`config.mk`:
```
export PLATFORM = sky130hd
export DESIGN_NAME = bhf_div
export DESIGN_NICKNAME = d
export VERILOG_FILES = /design/src/rtl/bhf_pkg.sv /design/src/rtl/bhf_div.sv
export SDC_FILE = /design/constraint.sdc
export NUM_CORES = 1
export LEC_CHECK = 0
export ABC_CLOCK_PERIOD_IN_PS = 4900
export BUFFER_PORTS_ARGS = -buffer_cell sky130_fd_sc_hd__buf_2
export CORE_MARGIN = 1
export CORE_UTILIZATION = 62
export CTS_BUF_LIST = sky130_fd_sc_hd__clkbuf_2 sky130_fd_sc_hd__clkbuf_4 sky130_fd_sc_hd__clkbuf_8
export DETAILED_ROUTE_END_ITERATION = 8
export PLACE_DENSITY = 0.92
export SYNTH_ARGS = -nofsm -noshare
export SYNTH_HDL_FRONTEND = slang
export SYNTH_SLANG_ARGS = --single-unit
```
`constraint.sdc`:
```
create_clock -name clk -period 4.9 [get_ports clk]
set_clock_uncertainty 0.15 [all_clocks]
set_input_delay 0.245 -clock clk [delete_from_list [all_inputs] [get_ports clk]]
set_output_delay 0.245 -clock clk [all_outputs]
set_load 0.02 [all_outputs]
```
`src/rtl/bhf_pkg.sv`:
```
// Shared types and constants for the binned histogram fill block.
// Used by bhf_div, bhf_bin_store and binned_histogram_fill; no dependencies.
package bhf_pkg;

  // Fixed field widths of the item and result channels
  localparam int SAMPLE_W  = 16;
  localparam int SEL_W     = 8;
  localparam int STATUS_W  = 3;
  localparam int IDX_OUT_W = 8;
  localparam int CNT_OUT_W = 32;
  localparam int SUM_W     = 48;
  localparam int SQSUM_W   = 63;
  localparam int SQ_W      = 31;
  localparam int OFF_W     = 16;
  localparam int BC_CFG_W  = 9;
  localparam int CFG_IDX_W = 2;
  localparam int CFG_W     = 16;

  // Result status codes
  localparam logic [STATUS_W-1:0] STAT_BINNED    = 3'd0;
  localparam logic [STATUS_W-1:0] STAT_UNDERFLOW = 3'd1;
  localparam logic [STATUS_W-1:0] STAT_OVERFLOW  = 3'd2;
  localparam logic [STATUS_W-1:0] STAT_READ_OK   = 3'd3;
  localparam logic [STATUS_W-1:0] STAT_READ_BAD  = 3'd4;

  // Operation codes
  localparam logic OP_FILL = 1'b0;
  localparam logic OP_READ = 1'b1;

  // Configuration register indexes
  localparam logic [CFG_IDX_W-1:0] REG_LOW_EDGE  = 2'd0;
  localparam logic [CFG_IDX_W-1:0] REG_HIGH_EDGE = 2'd1;
  localparam logic [CFG_IDX_W-1:0] REG_BIN_COUNT = 2'd2;

  // Control state machine
  typedef enum logic [2:0] {
    ST_CLEAR,
    ST_IDLE,
    ST_EVAL,
    ST_DIV,
    ST_READ,
    ST_UPD,
    ST_OUT
  } bhf_state_t;

  // Requests from the controller to the bin store
  typedef struct packed {
    logic rd_en;
    logic inc_en;
  } bhf_store_ctrl_t;

endpackage

```
`src/rtl/bhf_div.sv`:
```
// Iterative restoring divider, one quotient bit per cycle.
// Depends on bhf_pkg (remainder width).
module bhf_div #(
  parameter int DVD_W = 29,
  parameter int QW    = 8
) (
  input  logic                        clk,
  input  logic                        rst_n,
  input  logic                        start,
  input  logic [DVD_W-1:0]            dividend,
  input  logic [bhf_pkg::OFF_W-1:0]   divisor,
  output logic                        busy,
  output logic [QW-1:0]               quotient
);

  localparam int CNT_W = $clog2(QW + 1);

  logic                      busy_r;
  logic [CNT_W-1:0]          cnt_r;
  logic [bhf_pkg::OFF_W-1:0] rem_r;
  logic [bhf_pkg::OFF_W-1:0] dvs_r;
  logic [QW-1:0]             dq_r;
  logic [bhf_pkg::OFF_W:0]   trial;
  logic                      qbit;

  // Shift in the next dividend bit and try a subtract
  assign trial = {rem_r, dq_r[QW-1]};
  assign qbit  = (trial >= {1'b0, dvs_r});

  always_ff @(posedge clk) begin
    if (!rst_n) begin
      busy_r <= 1'b0;
      cnt_r  <= '0;
    end else if (start) begin
      busy_r <= 1'b1;
      cnt_r  <= CNT_W'(QW);
    end else if (busy_r) begin
      cnt_r <= cnt_r - CNT_W'(1);
      if (cnt_r == CNT_W'(1)) begin
        busy_r <= 1'b0;
      end
    end
  end

  // Quotient is known to fit QW bits, so the upper dividend part is below the divisor
  always_ff @(posedge clk) begin
    if (start) begin
      rem_r <= dividend[QW +: bhf_pkg::OFF_W];
      dq_r  <= dividend[QW-1:0];
      dvs_r <= divisor;
    end else if (busy_r) begin
      rem_r <= qbit ? bhf_pkg::OFF_W'(trial - {1'b0, dvs_r}) : trial[bhf_pkg::OFF_W-1:0];
      dq_r  <= QW'({dq_r, qbit});
    end
  end

  assign busy     = busy_r;
  assign quotient = dq_r;

endmodule

```
# Word level (Yosys, flattened, before mapping)
# Cells that the tools add are included.
[op_classes] n_addsub=2 n_lt_le_gt_ge=1 n_eq_ne=1 muxes=10 bitwise_logic=1 n_reduce_logical=2
[op_table] cell="2-to-1 mux 16 bit" n=3
[op_table] cell=">= comparator 17 x 16 -> 1 bit" n=1
[op_table] cell="2-to-1 mux 8 bit" n=2
[op_table] cell="subtractor 16 bit" n=1
[op_table] cell="2-to-1 mux 4 bit" n=2
[op_table] cell="equality test 4 x 1 -> 1 bit, second input constant" n=1
[op_table] cell="subtractor 4 x 1 -> 4 bit, second input constant" n=1
[op_table] cell="2-to-1 mux 1 bit" n=3
[op_table] cell="nonzero test 2 bit" n=1
[op_table] cell="OR reduction 2 bit" n=1
[op_table] cell="inverter 1 bit" n=1
[word_totals] register_bits=45 input_bits=48 word_cells=23

# Logic depth before layout (Yosys ltp)
[logic_depth] word_depth=4 mapped_depth=10

# Worst setup path after synthesis
# No wires, ideal clock.
[synth_path] path_kind="flip-flop to flip-flop" start="register dq_r[7] (netlist: quotient[7])" end="register rem_r[10] (netlist name), data pin" setup_ps=261 t_arrival_ps=2422 t_required_ps=4489 setup_slack_ps=2067 path_stages_with_launch=11 period_less_slack_ps=2833 cell_sequence="edfxtp_1 -> inv_1 -> ha_1 -> inv_1 -> fa_1 -> a21o_1 -> a221oi_2 -> o21ai_1 -> xnor2_1 -> nor4_1 -> a311o_1"
[synth_via] elab_chain_cells=4 elab_cells_between_ends=5
[synth_lines] item="start: declaration" line="bhf_div.sv:22" text="logic [QW-1:0] dq_r;"
[synth_lines] item="start signal: assignment" line="bhf_div.sv:49" text="dq_r <= dividend[QW-1:0];"
[synth_lines] item="start signal: assignment" line="bhf_div.sv:53" text="dq_r <= QW'({dq_r, qbit});"
[synth_lines] item="subtractor 16 bit or >= comparator 17 x 16 -> 1 bit (tied branches)" line="bhf_div.sv:52, bhf_div.sv:28"
[synth_lines] item="2-to-1 mux 16 bit (*)" line="bhf_div.sv:52" text="rem_r <= qbit ? bhf_pkg::OFF_W'(trial - {1'b0, dvs_r}) : trial[bhf_pkg::OFF_W-1:0];"
[synth_lines] item="2-to-1 mux 16 bit (*)" line="bhf_div.sv:51" text="end else if (busy_r) begin"
[synth_lines] item="2-to-1 mux 16 bit (*)" line="bhf_div.sv:47" text="if (start) begin"
[synth_lines] item="end signal: assignment" line="bhf_div.sv:48" text="rem_r <= dividend[QW +: bhf_pkg::OFF_W];"
[synth_lines] item="end signal: assignment" line="bhf_div.sv:52"
[synth_lines] item="end: declaration" line="bhf_div.sv:20" text="logic [bhf_pkg::OFF_W-1:0] rem_r;"
# Every way passes the cells marked *; elsewhere a longest branch is shown, timed or not. The select of a mux whose other input is x is not followed.
# A chain may end at the register's enable or synchronous reset.

# Final worst setup path
[layout_path] start="register rem_r[5] (netlist name)" end="register dq_r[0] (netlist: quotient[0]), data pin"
[layout_via] elab_chain_cells=3
[layout_lines] item=">= comparator 17 x 16 -> 1 bit" line="bhf_div.sv:28" text="assign qbit = (trial >= {1'b0, dvs_r});"
[layout_lines] item="2-to-1 mux 8 bit" line="bhf_div.sv:51"
[layout_lines] item="2-to-1 mux 8 bit" line="bhf_div.sv:47"
# No other way between the ends. The select of a mux whose other input is x is not followed.

==> results.md <==
Power:
- The internal power is 0.990 mW.
- The fraction of power consumed by the clock network is 17.3%.
- Across the VDD grid, the largest voltage drop is 0.304 mV.
- The proportion of total power due to net switching is 39.1%.
- The part of the total power dissipated in sequential elements is 33.8%.
- The analysis attributes to net switching a power of 0.636 mW.
- In this run the static leakage power is 1.46 nW.
- Of the total power, combinational logic draws 48.8%.
- The total power per unit cell area is 470 nW/um2.

Critical path:
- The slowest stage of the critical path belongs to the cell sky130_fd_sc_hd__a2111oi_4.
- Broken down by cell family, the worst path's largest delay share belongs to compound AO/OA/AOI/OAI gates.
- The critical path required time is 4.81 ns.
- STA classifies the critical path startpoint as a flop.
- The kind of end point of the critical path is a flop.
- Along the worst path, the maximum fanout reaches 16.
- The highest cell delay on the worst timing path is 0.89 ns.
- The signal on the critical path passes through ha_1 > a21o_1 > a221oi_2 > a21boi_1 > a2111oi_4 > nor2_1 > mux2_2.
- The buffering stage count on the worst path with inverters included is 0.
- The worst setup path is of the reg2reg kind.
- At the worst endpoint, the arrival time is 3.25 ns.

STA:
- After routing, the total negative slack on setup checks comes to 0 ns.
- In this run the tightest slew margin relative to its limit is 25.4%.
- Setup repair after global routing left no endpoint under its margin.
- Setup violations remaining at the end of the flow were counted as 0.
- The max-slew violation count came to 0.
- The transition time at the pin with the least slew margin is 1.12 ns.
- The number of hold violations in the final report is 0.
- The time the worst path needs with I/O delays and setup is 3.34 ns.
- Of the available clock period, the critical path in the final layout requires 68.1%.
- The maximum clock frequency is 0.300 GHz.

Place:
- Once placement finished, the instance area stood at 3190 um2.
- The count of buffers from port buffering is 51.
- Routability-driven placement finished with a final weighted congestion of 0.894.
- The cell count after placement is 374.
- The wire-length estimate of the detail-placed layout is 4.35 mm.

Layout:
- The count of non-filler cells in the finished layout is 398.
- The share of the core filled with cells is 77.3%.
- From synthesis to final layout, the design area changed by 16.8%.
- The layout cell share with drive strength beyond 1 is 24.0%.
- The post-route cell area is 3460 um2.
- The number of filler cells placed in the layout is 274.
- Summing all multi-input logic gate instances after layout gives 1480 um2.
- The number of antenna diodes in the final layout is 0.
- After the last flow step, the layout net total stands at 412.
- Registers take 1300 um2.

Synthesis:
- The distinct cell type count of the synthesized netlist is 61.
- Synthesis produced a netlist whose cell count is 283.
- In this run, synthesis produced a sequential element count of 45.
- During synthesis, Yosys emitted a total of 0 warnings.
- For this run, asynchronously set or reset flops after synthesis account for 0%.
- The number of enable-type register cells in the synthesized netlist is 40.
- Synthesis produced a netlist with a net count of 350.
- Summing the sequential cell areas from Yosys gives 43.9% of the chip area.
- Averaged over all synthesized cells, the footprint is 10.5 um2.
- Among all flip-flop cells after synthesis, the most frequent one is sky130_fd_sc_hd__edfxtp_1.
- Summing every instance area after synthesis gives 2960 um2.

Clock network:
- Counting along the longest clock path gives a buffer depth of 2.
- The maximum level of the CTS H-tree is 2.
- After clock tree synthesis, the clock-pin slew on the worst setup and hold paths is 0.08 ns.
- The number of cells upsized or downsized after cts is 0.
- TritonCTS built the clock tree.
- The cell at the root of the clock tree is sky130_fd_sc_hd__clkbuf_8.
- The clock insertion delay at the later pin of the skew report is 0.30 ns.
- Counting the buffers created by CTS gives 5.
- The number of setup buffers added after CTS is 0.
- The clock net sink count is 45.

Drt:
- The via count is 2455.
- Before antenna repair, the detailed router went through 8 iterations.
- After detailed routing, the number of remaining DRC violations is 2.
- The detailed-route wire length is 6.60 mm.
- In this run, the number of DRC markers left after iteration 0 of detailed routing was 167.
- After detailed routing, the number of vias per cell comes to 6.17.
- Dividing the detail-routed wire length by the instance count gives 16.6 um.
- In this run the remaining antenna-violating nets after routing total 0.

Die:
- The starting density of the core is 66.2%.
- Row generation in the floorplan step produced 24 rows.
- The floorplan die area is 5060 um2.
- The die is 71.1 um tall.
- Measured along the x axis, the die boundary spans 71.1 um.
- The core box area is 4470 um2.
- The total I/O pin count is 57.

Global route:
- The via count of the first global-routing pass is 2386.
- The initial antenna violation count is 0.
- Across every metal layer, demand over resource in global routing totals 27.7%.
- The first global-routing pass estimated 10.8 mm of wire.
- The global route total overflow is 0.
- Entering global routing, the biggest net connects 45 pins.

Run:
- The tool flagged a number of max-cap violations equal to 0.

Run status:
- The flow ran to the end, but the final reports show violations.
- The checks that failed: DRC.

Min path:
- The path type of the worst min-delay path is in2reg.
## power by group through the flow
stage / Clock (mW) / Sequential [mW] / Combinational (mW)
floorplan: 0 / 0.559 / 0.632
global placement: 0 / 0.551 / 0.733
detailed placement: 0 / 0.558 / 0.754
CTS: 0.283 / 0.549 / 0.778
global route: 0.299 / 0.557 / 0.870
finish: 0.282 / 0.550 / 0.794
## state kept, by name, summed over array words and instances (netlist names)
register	flops
dvs_r	16
busy	1
cnt_r	4
quotient	8
rem_r	16
## per-stage QoR
| step | setup WS, ns | total power [mW] | hold WS, ns |
|---|---|---|---|
| finish | 1.56 | 1.63 | 0.0649 |
| global route | 1.44 | 1.73 | 0.0599 |
| CTS | 1.63 | 1.61 | 0.0615 |
| detailed placement | 1.66 | 1.31 | 0.273 |
| global placement | 1.70 | 1.28 | 0.272 |
| floorplan | 2.07 | 1.19 | 0.194 |
## synth_stat cells, drive strengths merged (3+ instances only)
library cell	instances	area, um2
nand2b	5	31.3
nand4	4	25.0
nor2b	3	18.8
buf	4	35.0
a21oi	13	72.6
o311ai	3	26.3
o21ai	14	73.8
or3	3	18.8
edfxtp	40	1200
mux2	8	90.1
o21a	4	30.0
and3	3	18.8
nand2	19	76.3
nor4	4	40.0
ha	18	225
nor2	21	78.8
a211oi	5	42.5
and2	3	20.0
a21boi	3	22.5
xor2	4	35.0
nor3	6	30.0
clkbuf	7	26.3
inv	24	90.1
xnor2	7	61.3
a31oi	8	56.3
a21o	7	52.6
o211ai	6	45.0
nand3	10	50.1
dfxtp	5	100
## worst reg2reg max path, cell delays in order, from the launching register on
cell and delay, ns:
sky130_fd_sc_hd__edfxtp_1 0.41, sky130_fd_sc_hd__ha_1 0.42, sky130_fd_sc_hd__a21o_1 0.23, sky130_fd_sc_hd__a221oi_2 0.30, sky130_fd_sc_hd__a21boi_1 0.19, sky130_fd_sc_hd__a2111oi_4 0.89, sky130_fd_sc_hd__nor2_1 0.20, sky130_fd_sc_hd__mux2_2 0.32
## layout make-up
| type | instances | share of cell area (%) |
|---|---|---|
| multi-input cells | 202 | 42.7 |
| flip-flops and latches | 45 | 37.6 |
| repair buffers | 67 | 12.0 |
| clock inverters | 2 | 1.01 |
| clock buffers | 6 | 2.21 |
| well taps | 52 | 1.88 |
| inverters | 24 | 2.60 |
## path summary, 6_finish.rpt
path / from / endpoint / slack (ns) / depth (start not counted)
worst max-delay path: rem_r[5] / quotient[0] / 1.56 / 7
worst max register to register: rem_r[5] / quotient[0] / 1.56 / 7
worst min-delay path: rst_n / cnt_r[3] / 0.06 / 2
worst min register to register: cnt_r[1] / cnt_r[1] / 0.35 / 2
## timing repair
action | in CTS | in global routing
endpoints found under the hold margin | 16 | 0
hold buffers | 16 | 0
endpoints found under the setup margin | 0 | 0
## kinds of logic (layout without fill, tap and decap cells)
logic type,after synthesis,in the layout,synth area share (%)
AOI/OAI and AO/OA,77,77,19.9
xor gates and xnor gates,11,11,3.25
adders and majority gates,19,19,8.28
buffers and inverters,36,99,6.21
DFF,45,45,43.9
muxes,9,9,3.38
and+or+nand+nor,86,86,15.1
## metal layers
layer / wire length (um) / track usage (%) / share of wire (%)
met1: 2820 / 36.0 / 43
met4: 143 / 11.6 / 2.2
met5: 0 / 0 / 0
met2: 3290 / 47.2 / 50
met3: 347 / 3.56 / 5.3
## cell usage in the layout (no fill, tap or decap), drive strengths merged, types with 4 or more instances in the layout
cell	instances
o21a	4
xnor2	7
edfxtp	40
o211ai	6
nand4	4
clkbuf	6
nand3	10
xor2	4
mux2	8
a31oi	8
inv	24
a21oi	13
nor2	21
nor4	4
a211oi	5
buf	51
nand2	19
o21ai	14
nor3	6
dlygate4sd3	16
nand2b	5
a21o	7
dfxtp	5
ha	18
Note: power is estimated with default switching activity, not from simulation.
